[config.mk]
export PLATFORM = sky130hd
export DESIGN_NAME = rounded_eye_column_span
export DESIGN_NICKNAME = d
export VERILOG_FILES = /design/src/hw/rtl/rec_pkg.sv /design/src/hw/rtl/rec_front.sv /design/src/hw/rtl/rec_div.sv /design/src/hw/rtl/rec_isqrt.sv /design/src/hw/rtl/rounded_eye_column_span.sv
export SDC_FILE = /design/constraint.sdc
export NUM_CORES = 2
export LEC_CHECK = 0
export BUFFER_PORTS_ARGS = -buffer_cell sky130_fd_sc_hd__clkbuf_2
export CORE_MARGIN = 5
export CORE_UTILIZATION = 30
export DETAILED_ROUTE_END_ITERATION = 8
export HOLD_SLACK_MARGIN = 0.12
export PLACE_DENSITY = 0.51
export SLEW_MARGIN = 40
export SYNTH_ARGS = -nofsm -noshare
export SYNTH_HDL_FRONTEND = slang
export SYNTH_SLANG_ARGS = --single-unit
[constraint.sdc]
create_clock -name aclk -period 10.95 [get_ports aclk]
set_input_delay 2.7375 -clock aclk [delete_from_list [all_inputs] [get_ports aclk]]
set_output_delay 2.7375 -clock aclk [all_outputs]
set_load 0.02 [all_outputs]
[src/hw/rtl/rec_pkg.sv]
package rec_pkg;

    localparam int MIN_EDGE     = 8;
    localparam int FRONT_STAGES = 3;
    localparam int ITER_STAGES  = 3;

    typedef struct packed {
        logic pre_ok;
        logic corner_on;
    } rec_flags_t;

endpackage

[src/hw/rtl/rec_front.sv]
module rec_front #(
    parameter int FRAC_BITS  = 8,
    parameter int EDGE_BITS  = 8,
    parameter int COORD_BITS = 11
) (
    input  logic                               aclk,
    input  logic [rec_pkg::FRONT_STAGES-1:0]   stage_en,
    input  logic signed [COORD_BITS-1:0]       pos_x,
    input  logic signed [COORD_BITS-1:0]       pos_y,
    input  logic [EDGE_BITS-1:0]               eye_w,
    input  logic [EDGE_BITS-1:0]               eye_height,
    input  logic                               left_side,
    input  logic [FRAC_BITS:0]                 corner_fraction,
    input  logic [FRAC_BITS:0]                 top_outer_lid,
    input  logic [FRAC_BITS:0]                 top_inner_lid,
    input  logic [FRAC_BITS:0]                 bottom_outer_lid,
    input  logic [FRAC_BITS:0]                 bottom_inner_lid,
    input  logic [EDGE_BITS-1:0]               column,
    output logic [2*EDGE_BITS:0]               div_top,
    output logic [2*EDGE_BITS:0]               div_bot,
    output logic [EDGE_BITS-1:0]               divisor,
    output logic [2*EDGE_BITS-3:0]             root_arg,
    output logic [EDGE_BITS-2:0]               radius,
    output logic [EDGE_BITS-1:0]               height,
    output logic signed [COORD_BITS:0]         span_x,
    output logic signed [COORD_BITS:0]         y_base,
    output rec_pkg::rec_flags_t                flags
);
    import rec_pkg::*;

    localparam int PW = FRAC_BITS + EDGE_BITS + 1;
    localparam int RB = EDGE_BITS - 1;
    localparam int SW = 2 * RB;
    localparam int DW = 2 * EDGE_BITS + 1;
    localparam int MW = FRAC_BITS + 2 * EDGE_BITS + 1;

    // stage A
    logic                        pre_ok_a_next, pre_ok_a_reg;
    logic [EDGE_BITS-1:0]        wm1_a_next, wm1_a_reg;
    logic [EDGE_BITS-1:0]        edist_a_next, edist_a_reg;
    logic [RB-1:0]               half_w_a_reg, half_h_a_reg;
    logic [EDGE_BITS-1:0]        h_a_reg;
    logic [PW-1:0]               p_tl_a_next, p_tr_a_next, p_bl_a_next, p_br_a_next;
    logic [PW-1:0]               p_tl_a_reg, p_tr_a_reg, p_bl_a_reg, p_br_a_reg;
    logic [PW-1:0]               rprod_a_next, rprod_a_reg;
    logic signed [COORD_BITS:0]  x_a_next, x_a_reg;
    logic signed [COORD_BITS:0]  y0_a_next, y0_a_reg;
    logic [EDGE_BITS-1:0]        rdist;
    logic [EDGE_BITS-1:0]        short_side;
    logic [FRAC_BITS:0]          tl, tr, bl, br;

    // stage B
    logic [PW-1:0]               sum_t_b_next, sum_b_b_next, sum_t_b_reg, sum_b_b_reg;
    logic [RB-1:0]               radius_b_next, radius_b_reg;
    logic                        pre_ok_b_reg;
    logic [EDGE_BITS-1:0]        wm1_b_reg, edist_b_reg, h_b_reg;
    logic signed [COORD_BITS:0]  x_b_reg, y0_b_reg;
    logic [EDGE_BITS:0]          r0;
    logic [RB-1:0]               r1, r2;

    // stage C
    logic [MW-1:0]               prod_t, prod_b;
    logic [DW-1:0]               div_t_reg, div_b_reg;
    logic [EDGE_BITS-1:0]        wm1_c_reg, h_c_reg;
    logic [RB-1:0]               rd;
    logic [SW-1:0]               sq_next, sq_reg;
    logic [RB-1:0]               radius_c_reg;
    logic signed [COORD_BITS:0]  x_c_reg, y0_c_reg;
    rec_flags_t                  flags_next, flags_reg;

    always_comb begin
        pre_ok_a_next = (eye_w >= EDGE_BITS'(MIN_EDGE)) &&
                        (eye_height >= EDGE_BITS'(MIN_EDGE)) && (column < eye_w);
        wm1_a_next    = eye_w - EDGE_BITS'(1);
        rdist         = wm1_a_next - column;
        edist_a_next  = (column < rdist) ? column : rdist;
        short_side    = (eye_w < eye_height) ? eye_w : eye_height;
        tl            = left_side ? top_outer_lid    : top_inner_lid;
        tr            = left_side ? top_inner_lid    : top_outer_lid;
        bl            = left_side ? bottom_outer_lid : bottom_inner_lid;
        br            = left_side ? bottom_inner_lid : bottom_outer_lid;
        p_tl_a_next   = PW'(tl) * PW'(rdist);
        p_tr_a_next   = PW'(tr) * PW'(column);
        p_bl_a_next   = PW'(bl) * PW'(rdist);
        p_br_a_next   = PW'(br) * PW'(column);
        rprod_a_next  = PW'(corner_fraction) * PW'(short_side);
        x_a_next      = {pos_x[COORD_BITS-1], pos_x}
                        - (COORD_BITS+1)'(eye_w[EDGE_BITS-1:1])
                        + (COORD_BITS+1)'(column);
        y0_a_next     = {pos_y[COORD_BITS-1], pos_y}
                        - (COORD_BITS+1)'(eye_height[EDGE_BITS-1:1]);
    end

    always_comb begin
        sum_t_b_next  = p_tl_a_reg + p_tr_a_reg;
        sum_b_b_next  = p_bl_a_reg + p_br_a_reg;
        r0            = rprod_a_reg[PW-1:FRAC_BITS];
        r1            = (r0 > (EDGE_BITS+1)'(half_w_a_reg)) ? half_w_a_reg : r0[RB-1:0];
        r2            = (r1 > half_h_a_reg) ? half_h_a_reg : r1;
        radius_b_next = (r2 == '0) ? RB'(1) : r2;
    end

    always_comb begin
        prod_t     = MW'(sum_t_b_reg) * MW'(h_b_reg);
        prod_b     = MW'(sum_b_b_reg) * MW'(h_b_reg);
        rd         = radius_b_reg - edist_b_reg[RB-1:0];
        sq_next    = SW'(radius_b_reg) * SW'(radius_b_reg) - SW'(rd) * SW'(rd);
        flags_next.pre_ok    = pre_ok_b_reg;
        flags_next.corner_on = edist_b_reg < EDGE_BITS'(radius_b_reg);
    end

    always_ff @(posedge aclk) begin
        if (stage_en[0]) begin
            pre_ok_a_reg <= pre_ok_a_next;
            wm1_a_reg    <= wm1_a_next;
            edist_a_reg  <= edist_a_next;
            half_w_a_reg <= eye_w[EDGE_BITS-1:1];
            half_h_a_reg <= eye_height[EDGE_BITS-1:1];
            h_a_reg      <= eye_height;
            p_tl_a_reg   <= p_tl_a_next;
            p_tr_a_reg   <= p_tr_a_next;
            p_bl_a_reg   <= p_bl_a_next;
            p_br_a_reg   <= p_br_a_next;
            rprod_a_reg  <= rprod_a_next;
            x_a_reg      <= x_a_next;
            y0_a_reg     <= y0_a_next;
        end
        if (stage_en[1]) begin
            sum_t_b_reg  <= sum_t_b_next;
            sum_b_b_reg  <= sum_b_b_next;
            radius_b_reg <= radius_b_next;
            pre_ok_b_reg <= pre_ok_a_reg;
            wm1_b_reg    <= wm1_a_reg;
            edist_b_reg  <= edist_a_reg;
            h_b_reg      <= h_a_reg;
            x_b_reg      <= x_a_reg;
            y0_b_reg     <= y0_a_reg;
        end
        if (stage_en[2]) begin
            div_t_reg    <= prod_t[MW-1:FRAC_BITS];
            div_b_reg    <= prod_b[MW-1:FRAC_BITS];
            wm1_c_reg    <= wm1_b_reg;
            h_c_reg      <= h_b_reg;
            sq_reg       <= sq_next;
            radius_c_reg <= radius_b_reg;
            x_c_reg      <= x_b_reg;
            y0_c_reg     <= y0_b_reg;
            flags_reg    <= flags_next;
        end
    end

    assign div_top  = div_t_reg;
    assign div_bot  = div_b_reg;
    assign divisor  = wm1_c_reg;
    assign root_arg = sq_reg;
    assign radius   = radius_c_reg;
    assign height   = h_c_reg;
    assign span_x   = x_c_reg;
    assign y_base   = y0_c_reg;
    assign flags    = flags_reg;

endmodule

[src/hw/rtl/rec_div.sv]
module rec_div #(
    parameter int EDGE_BITS = 8
) (
    input  logic                              aclk,
    input  logic [rec_pkg::ITER_STAGES-1:0]   stage_en,
    input  logic [2*EDGE_BITS:0]              dividend,
    input  logic [EDGE_BITS-1:0]              divisor,
    output logic [EDGE_BITS:0]                quotient
);
    import rec_pkg::*;

    localparam int DW  = 2 * EDGE_BITS + 1;
    localparam int QW  = EDGE_BITS + 1;
    localparam int SPS = (QW + ITER_STAGES - 1) / ITER_STAGES;

    logic [DW-1:0]        rem_reg [0:ITER_STAGES-2];
    logic [EDGE_BITS-1:0] dv_reg  [0:ITER_STAGES-2];
    logic [QW-1:0]        q_reg   [0:ITER_STAGES-1];

    for (genvar s = 0; s < ITER_STAGES; s++) begin : g_stage
        logic [DW-1:0]        rem_in, rem_next;
        logic [EDGE_BITS-1:0] dv_in;
        logic [QW-1:0]        q_in, q_next;

        if (s == 0) begin : g_first
            assign rem_in = dividend;
            assign dv_in  = divisor;
            assign q_in   = '0;
        end else begin : g_rest
            assign rem_in = rem_reg[s-1];
            assign dv_in  = dv_reg[s-1];
            assign q_in   = q_reg[s-1];
        end

        // restoring steps, quotient MSB first
        always_comb begin
            logic [DW-1:0] rem_v;
            logic [DW-1:0] trial;
            logic [QW-1:0] q_v;
            int            idx;
            rem_v = rem_in;
            q_v   = q_in;
            trial = '0;
            for (int k = 0; k < SPS; k++) begin
                idx = s * SPS + k;
                if (idx < QW) begin
                    trial = DW'(dv_in) << (QW - 1 - idx);
                    if (rem_v >= trial) begin
                        rem_v              = rem_v - trial;
                        q_v[QW - 1 - idx]  = 1'b1;
                    end
                end
            end
            rem_next = rem_v;
            q_next   = q_v;
        end

        if (s < ITER_STAGES - 1) begin : g_carry
            always_ff @(posedge aclk) begin
                if (stage_en[s]) begin
                    rem_reg[s] <= rem_next;
                    dv_reg[s]  <= dv_in;
                end
            end
        end

        always_ff @(posedge aclk) begin
            if (stage_en[s]) begin
                q_reg[s] <= q_next;
            end
        end
    end

    assign quotient = q_reg[ITER_STAGES-1];

endmodule

[src/hw/rtl/rec_isqrt.sv]
module rec_isqrt #(
    parameter int EDGE_BITS = 8
) (
    input  logic                              aclk,
    input  logic [rec_pkg::ITER_STAGES-1:0]   stage_en,
    input  logic [2*EDGE_BITS-3:0]            arg,
    output logic [EDGE_BITS-2:0]              root
);
    import rec_pkg::*;

    localparam int RB  = EDGE_BITS - 1;
    localparam int SW  = 2 * RB;
    localparam int SPS = (RB + ITER_STAGES - 1) / ITER_STAGES;

    logic [SW-1:0] v_reg   [0:ITER_STAGES-2];
    logic [SW-1:0] res_reg [0:ITER_STAGES-1];

    for (genvar s = 0; s < ITER_STAGES; s++) begin : g_stage
        logic [SW-1:0] v_in, v_next;
        logic [SW-1:0] res_in, res_next;

        if (s == 0) begin : g_first
            assign v_in   = arg;
            assign res_in = '0;
        end else begin : g_rest
            assign v_in   = v_reg[s-1];
            assign res_in = res_reg[s-1];
        end

        // digit-by-digit root, two argument bits per step
        always_comb begin
            logic [SW:0] v_v;
            logic [SW:0] res_v;
            logic [SW:0] bit_v;
            logic [SW:0] trial;
            int          idx;
            v_v   = {1'b0, v_in};
            res_v = {1'b0, res_in};
            bit_v = '0;
            trial = '0;
            for (int k = 0; k < SPS; k++) begin
                idx = s * SPS + k;
                if (idx < RB) begin
                    bit_v = (SW+1)'(1) << (SW - 2 - 2 * idx);
                    trial = res_v + bit_v;
                    if (v_v >= trial) begin
                        v_v   = v_v - trial;
                        res_v = (res_v >> 1) + bit_v;
                    end else begin
                        res_v = res_v >> 1;
                    end
                end
            end
            v_next   = v_v[SW-1:0];
            res_next = res_v[SW-1:0];
        end

        if (s < ITER_STAGES - 1) begin : g_carry
            always_ff @(posedge aclk) begin
                if (stage_en[s]) begin
                    v_reg[s] <= v_next;
                end
            end
        end

        always_ff @(posedge aclk) begin
            if (stage_en[s]) begin
                res_reg[s] <= res_next;
            end
        end
    end

    assign root = res_reg[ITER_STAGES-1][RB-1:0];

endmodule

[src/hw/rtl/rounded_eye_column_span.sv]
// Channel  Dir  Handshake          Payload
// s_       in   s_tvalid/s_tready  s_tdata: eye shape and column; s_tuser: left_side
// m_       out  m_tvalid/m_tready  m_tdata: span_x, span_top, span_length; m_tuser: span_valid
//
// Seven register stages from input transfer to output register: three front
// stages (swap, products, radius clamp, lid sums, scaling by height), three
// stages of the lid dividers and corner square root, one stage for the row
// math. Accepts one transfer per clock while the output is not stalled by m_tready.
// aresetn (synchronous) clears only the stage valid bits.
// Each stage holds while the stage after it is full and stalled; bubbles are squeezed out.
module rounded_eye_column_span #(
    parameter int FRAC_BITS  = 8,
    parameter int EDGE_BITS  = 8,
    parameter int COORD_BITS = 11
) (
    input  logic aclk,
    input  logic aresetn,
    input  logic s_tvalid,
    output logic s_tready,
    // pos_x, pos_y, eye_w, eye_height, corner_fraction, top_outer_lid,
    // top_inner_lid, bottom_outer_lid, bottom_inner_lid, column
    input  logic [((2*COORD_BITS+3*EDGE_BITS+5*FRAC_BITS+5+7)/8)*8-1:0] s_tdata,
    // left_side
    input  logic s_tuser,
    output logic m_tvalid,
    input  logic m_tready,
    // span_x, span_top, span_length
    output logic [((2*COORD_BITS+2+EDGE_BITS+7)/8)*8-1:0] m_tdata,
    // span_valid
    output logic m_tuser
);
    import rec_pkg::*;

    localparam int NUM_STAGES = FRONT_STAGES + ITER_STAGES + 1;
    localparam int RB         = EDGE_BITS - 1;
    localparam int LW         = EDGE_BITS + 4;
    localparam int MDW        = ((2*COORD_BITS+2+EDGE_BITS+7)/8)*8;

    localparam int OFF_CY  = COORD_BITS;
    localparam int OFF_W   = 2 * COORD_BITS;
    localparam int OFF_H   = OFF_W + EDGE_BITS;
    localparam int OFF_CF  = OFF_H + EDGE_BITS;
    localparam int OFF_TO  = OFF_CF + FRAC_BITS + 1;
    localparam int OFF_TI  = OFF_TO + FRAC_BITS + 1;
    localparam int OFF_BO  = OFF_TI + FRAC_BITS + 1;
    localparam int OFF_BI  = OFF_BO + FRAC_BITS + 1;
    localparam int OFF_COL = OFF_BI + FRAC_BITS + 1;

    typedef struct packed {
        rec_flags_t                 flags;
        logic [RB-1:0]              radius;
        logic [EDGE_BITS-1:0]       height;
        logic signed [COORD_BITS:0] x;
        logic signed [COORD_BITS:0] y0;
    } side_t;

    logic [NUM_STAGES-1:0]       valid_reg, valid_next;
    logic [NUM_STAGES-1:0]       en;

    logic [2*EDGE_BITS:0]        div_top, div_bot;
    logic [EDGE_BITS-1:0]        divisor;
    logic [2*EDGE_BITS-3:0]      root_arg;
    logic [RB-1:0]               radius;
    logic [EDGE_BITS-1:0]        height;
    logic signed [COORD_BITS:0]  span_x, y_base;
    rec_flags_t                  flags;

    logic [EDGE_BITS:0]          q_top, q_bot;
    logic [RB-1:0]               root;

    side_t                       side_reg  [0:ITER_STAGES-1];
    side_t                       side_next [0:ITER_STAGES-1];
    side_t                       side_out;

    logic [RB-1:0]               corner;
    logic signed [LW-1:0]        len_full;
    logic                        span_ok_next, span_ok_reg;
    logic signed [COORD_BITS:0]  span_x_next, span_x_reg;
    logic signed [COORD_BITS:0]  span_top_next, span_top_reg;
    logic [EDGE_BITS-1:0]        span_len_next, span_len_reg;

    // stage advance: a stage loads when it is empty or the next one loads
    always_comb begin
        en[NUM_STAGES-1] = !valid_reg[NUM_STAGES-1] || m_tready;
        for (int i = NUM_STAGES - 2; i >= 0; i--) begin
            en[i] = !valid_reg[i] || en[i+1];
        end
        valid_next = {valid_reg[NUM_STAGES-2:0], s_tvalid};
    end

    always_ff @(posedge aclk) begin
        if (!aresetn) begin
            valid_reg <= '0;
        end else begin
            for (int i = 0; i < NUM_STAGES; i++) begin
                if (en[i]) begin
                    valid_reg[i] <= valid_next[i];
                end
            end
        end
    end

    assign s_tready = en[0];
    assign m_tvalid = valid_reg[NUM_STAGES-1];

    rec_front #(
        .FRAC_BITS (FRAC_BITS),
        .EDGE_BITS (EDGE_BITS),
        .COORD_BITS(COORD_BITS)
    ) u_front (
        .aclk            (aclk),
        .stage_en        (en[FRONT_STAGES-1:0]),
        .pos_x           (s_tdata[COORD_BITS-1:0]),
        .pos_y           (s_tdata[OFF_CY +: COORD_BITS]),
        .eye_w           (s_tdata[OFF_W +: EDGE_BITS]),
        .eye_height      (s_tdata[OFF_H +: EDGE_BITS]),
        .left_side       (s_tuser),
        .corner_fraction (s_tdata[OFF_CF +: FRAC_BITS+1]),
        .top_outer_lid   (s_tdata[OFF_TO +: FRAC_BITS+1]),
        .top_inner_lid   (s_tdata[OFF_TI +: FRAC_BITS+1]),
        .bottom_outer_lid(s_tdata[OFF_BO +: FRAC_BITS+1]),
        .bottom_inner_lid(s_tdata[OFF_BI +: FRAC_BITS+1]),
        .column          (s_tdata[OFF_COL +: EDGE_BITS]),
        .div_top         (div_top),
        .div_bot         (div_bot),
        .divisor         (divisor),
        .root_arg        (root_arg),
        .radius          (radius),
        .height          (height),
        .span_x          (span_x),
        .y_base          (y_base),
        .flags           (flags)
    );

    rec_div #(.EDGE_BITS(EDGE_BITS)) u_div_top (
        .aclk    (aclk),
        .stage_en(en[FRONT_STAGES +: ITER_STAGES]),
        .dividend(div_top),
        .divisor (divisor),
        .quotient(q_top)
    );

    rec_div #(.EDGE_BITS(EDGE_BITS)) u_div_bot (
        .aclk    (aclk),
        .stage_en(en[FRONT_STAGES +: ITER_STAGES]),
        .dividend(div_bot),
        .divisor (divisor),
        .quotient(q_bot)
    );

    rec_isqrt #(.EDGE_BITS(EDGE_BITS)) u_isqrt (
        .aclk    (aclk),
        .stage_en(en[FRONT_STAGES +: ITER_STAGES]),
        .arg     (root_arg),
        .root    (root)
    );

    // sideband follows the divider stages
    always_comb begin
        side_next[0].flags  = flags;
        side_next[0].radius = radius;
        side_next[0].height = height;
        side_next[0].x      = span_x;
        side_next[0].y0     = y_base;
        for (int i = 1; i < ITER_STAGES; i++) begin
            side_next[i] = side_reg[i-1];
        end
    end

    always_ff @(posedge aclk) begin
        for (int i = 0; i < ITER_STAGES; i++) begin
            if (en[FRONT_STAGES+i]) begin
                side_reg[i] <= side_next[i];
            end
        end
    end

    assign side_out = side_reg[ITER_STAGES-1];

    always_comb begin
        corner        = side_out.flags.corner_on ? (side_out.radius - root) : '0;
        len_full      = LW'(side_out.height) - LW'(q_top) - LW'(q_bot) - LW'({corner, 1'b0});
        span_ok_next  = side_out.flags.pre_ok && (len_full > 0);
        span_x_next   = span_ok_next ? side_out.x : '0;
        span_top_next = span_ok_next
                        ? side_out.y0 + (COORD_BITS+1)'(q_top) + (COORD_BITS+1)'(corner)
                        : '0;
        span_len_next = span_ok_next ? len_full[EDGE_BITS-1:0] : '0;
    end

    always_ff @(posedge aclk) begin
        if (en[NUM_STAGES-1]) begin
            span_ok_reg  <= span_ok_next;
            span_x_reg   <= span_x_next;
            span_top_reg <= span_top_next;
            span_len_reg <= span_len_next;
        end
    end

    assign m_tdata = MDW'({span_len_reg, span_top_reg, span_x_reg});
    assign m_tuser = span_ok_reg;

`ifndef SYNTHESIS
    a_ready_when_drained: assert property (@(posedge aclk) disable iff (!aresetn)
        !m_tvalid |-> s_tready)
        else $error("input stalled with empty output stage");

    a_transfer_enters: assert property (@(posedge aclk) disable iff (!aresetn)
        (s_tvalid && s_tready) |=> valid_reg[0])
        else $error("accepted transfer not captured in first stage");

    a_span_nonempty: assert property (@(posedge aclk) disable iff (!aresetn)
        (m_tvalid && m_tuser) |-> (span_len_reg != '0))
        else $error("valid span with zero length");

    a_invalid_zero: assert property (@(posedge aclk) disable iff (!aresetn)
        (m_tvalid && !m_tuser) |->
            (span_len_reg == '0 && span_top_reg == '0 && span_x_reg == '0))
        else $error("invalid span carries nonzero fields");
`endif

endmodule
==> flow_summary.yaml <==
synthesis:
  ys_types: 93
  ys_ff_latch: 647
  synthArstFlopShare_pct: 0
  ys.flop_type: "edfxtp_1"
  syn_area_per_cell_um2: 10.4
  syn_area_um2: 57300
  synth_edf_count: 640
  syn-num-nets: 6756
  synthTopCellsByArea: "edfxtp_1, fa_1, ha_1"
  yosysTopAreaCell: "edfxtp_1"
  yosysSeqAreaShare_pct: 33.8
  synth_cells: 5535
  synth_top_area_share_pct: 33.5
  ys_warn_count: 0
global_route:
  grt-ovfl-total: 0
  grt_pass1_vias: 39500
  grt_max_degree: 75
  grt_pass1_wl_mm: 218
  grtUsageTotal_pct: 13.6
  antenna_found_initial: 9
clocking:
  htree_num_levels: 3
  cts.repair_timing.setup_buffer_count: 0
  path_clk_slew_ns: 0.06
  worst_skew_pair.late_latency_ns: 0.68
  cts_root_buf: "clkbuf_16"
  postCtsHoldBufs: 0
  cts.sinks: 647
  cts_buffer_depth: 3
  cts-resized-gates: 0
  cts_buffers: 78
  cts_tree: "built"
placement:
  numPortBuffers: 130
  dpl.hpwl_mm: 107
  place.gp.congestion: 0.832
  pre_cts_slack_ns: 1.32
layout:
  fin_util_pct: 33.5
  finalNetCount: 6917
  drive_gt1_share_pct: 7.84
  area_growth_pct: 11.2
  most-common-layout-cells: "inv_1, edfxtp_1, ha_1"
  largest_reg_flops: 123
  final_common_cell: "inv_1"
  nFillCells: 19300
timing:
  tightest_slew_ns: 0.848
  rsz0062_at_grt: "no"
  maxClockFrequency_mhz: 111
  clock_skew_ns: 0.0297
  slew_violations: 0
  period_needed_ns: 9.02
  maxSlewHeadroom_pct: 42.7
  setup_slack_ns: 1.93
  totalNegativeSetupSlack_ns: 0
  setup_viol: 0
  hold_viol_final: 0
  fin_crit_sh_pct: 82.4
critical_path:
  timing.critical_path.fanout_max: 11
  required_ns: 11.35
  worstSetupEndpointType: "register"
  criticalPathCategory: "in2reg"
  cp-start-kind: "input port"
  cp-startpoint: "s_tdata[37]"
  r2r-start: "u_front.divisor[1]"
  worstPathArrival_ns: 9.43
worst_hold_path:
  hold_path_class: "reg2reg"
  hold_start: "side_reg[0][43]"
floorplan:
  rows: 160
  start_util_pct: 30.1
  core_area_um2: 190000
  die_x_um: 447
  die-area_um2: 200000
  num_io_pins: 136
  die_h_um: 447
drt:
  via_per_inst: 4.64
  drt_iter0_markers: 1790
  drcViolationCount: 0
  vias: 38300
  dr.pass1.iters: 7
  wire_per_inst_um: 16.2
  ant_nets: 0
  routed_wl_mm: 134
status:
  status: "complete, no violations"
run:
  drv_cap: 0
[per-stage QoR]
stage               cell area (um^2)  hold slack [ns]  cells
floorplan                      57300            0.400   5535
global placement               61100            0.401   8125
detailed placement             61200            0.405   8126
CTS                            63700            0.413   8265
global route                   63700            0.419   8266
finish                         63700            0.411   8269
[worst max-delay path, cell delays in order]
cell	delay, ns
clkbuf_2	0.15
inv_1	0.34
ha_1	0.34
o21a_1	0.11
o21a_1	0.17
a221oi_1	0.28
o21ai_1	0.29
buf_4	0.26
a21oi_1	0.14
buf_4	0.19
nor2b_1	0.08
fa_1	0.41
inv_1	0.08
fa_1	0.43
fa_1	0.54
inv_1	0.05
fa_1	0.44
ha_1	0.31
nand4_1	0.09
nor4b_1	0.44
nand3_1	0.13
mux2_2	0.29
a21oi_1	0.26
o31ai_1	0.19
o21ai_0	0.32
o21a_1	0.18
nor2_1	0.05
xnor2_1	0.11
[layer usage]
layer / track usage, % / vias to the layer above / wire (um) / share of wire [%]
met4: 3.29 / 2 / 3150 / 2.4
met1: 19.2 / 18600 / 65200 / 49
met5: 0 / - / 13 / 0.0097
met3: 1.81 / 152 / 4760 / 3.6
met2: 22.3 / 624 / 60800 / 45
li1: - / 19000 / - / -
[cell type report]
cell class                      instances  area, um^2  share of cell area, %
Clock inverter                         45         455                  0.715
Timing Repair Buffer                  174         992                   1.56
Clock buffer                           94        2060                   3.24
Tap cell                             2511        3140                   4.93
Inverter                              854        3210                   5.04
Multi-Input combinational cell       3941       34500                   54.1
Antenna cell                            3        7.51                 0.0118
Sequential cell                       647       19400                   30.4
[cell usage after synthesis (57+ instances only)]
library cell / n
nand2b_1: 87
ha_1: 634
edfxtp_1: 640
nor2_1: 421
mux2_2: 66
o21ai_0: 187
a21o_1: 104
clkbuf_1: 77
nor3_1: 68
nor2b_1: 106
xor2_1: 88
nand2_1: 462
o21bai_1: 57
and2_1: 182
fa_1: 486
a21oi_1: 282
inv_1: 846
xnor2_1: 207
[final timing paths]
kind | end | slack, ns | depth (start not counted)
worst min-delay path | side_reg[0][84] | 0.41 | 0
worst max register to register | u_div_top.rem_reg[0][7] | 2.09 | 30
worst max-delay path | u_front.rprod_a_reg[16] | 1.93 | 28
worst min register to register | side_reg[0][84] | 0.41 | 0
[cells by family after synthesis]
logic type	Yosys count	synth area share, %
AOI/OAI and AO/OA	860	9.36
muxes	119	2.24
and+or+nand+nor	1546	13.1
other	1	0.00654
DFF	647	33.8
adders and majority gates	1120	30.8
xor gates and xnor gates	295	4.51
buffers and inverters	947	6.24
Power is left out: the tool's default activity adds up to more than one toggle a clock period on the data nets, which glitch-free logic cannot reach.
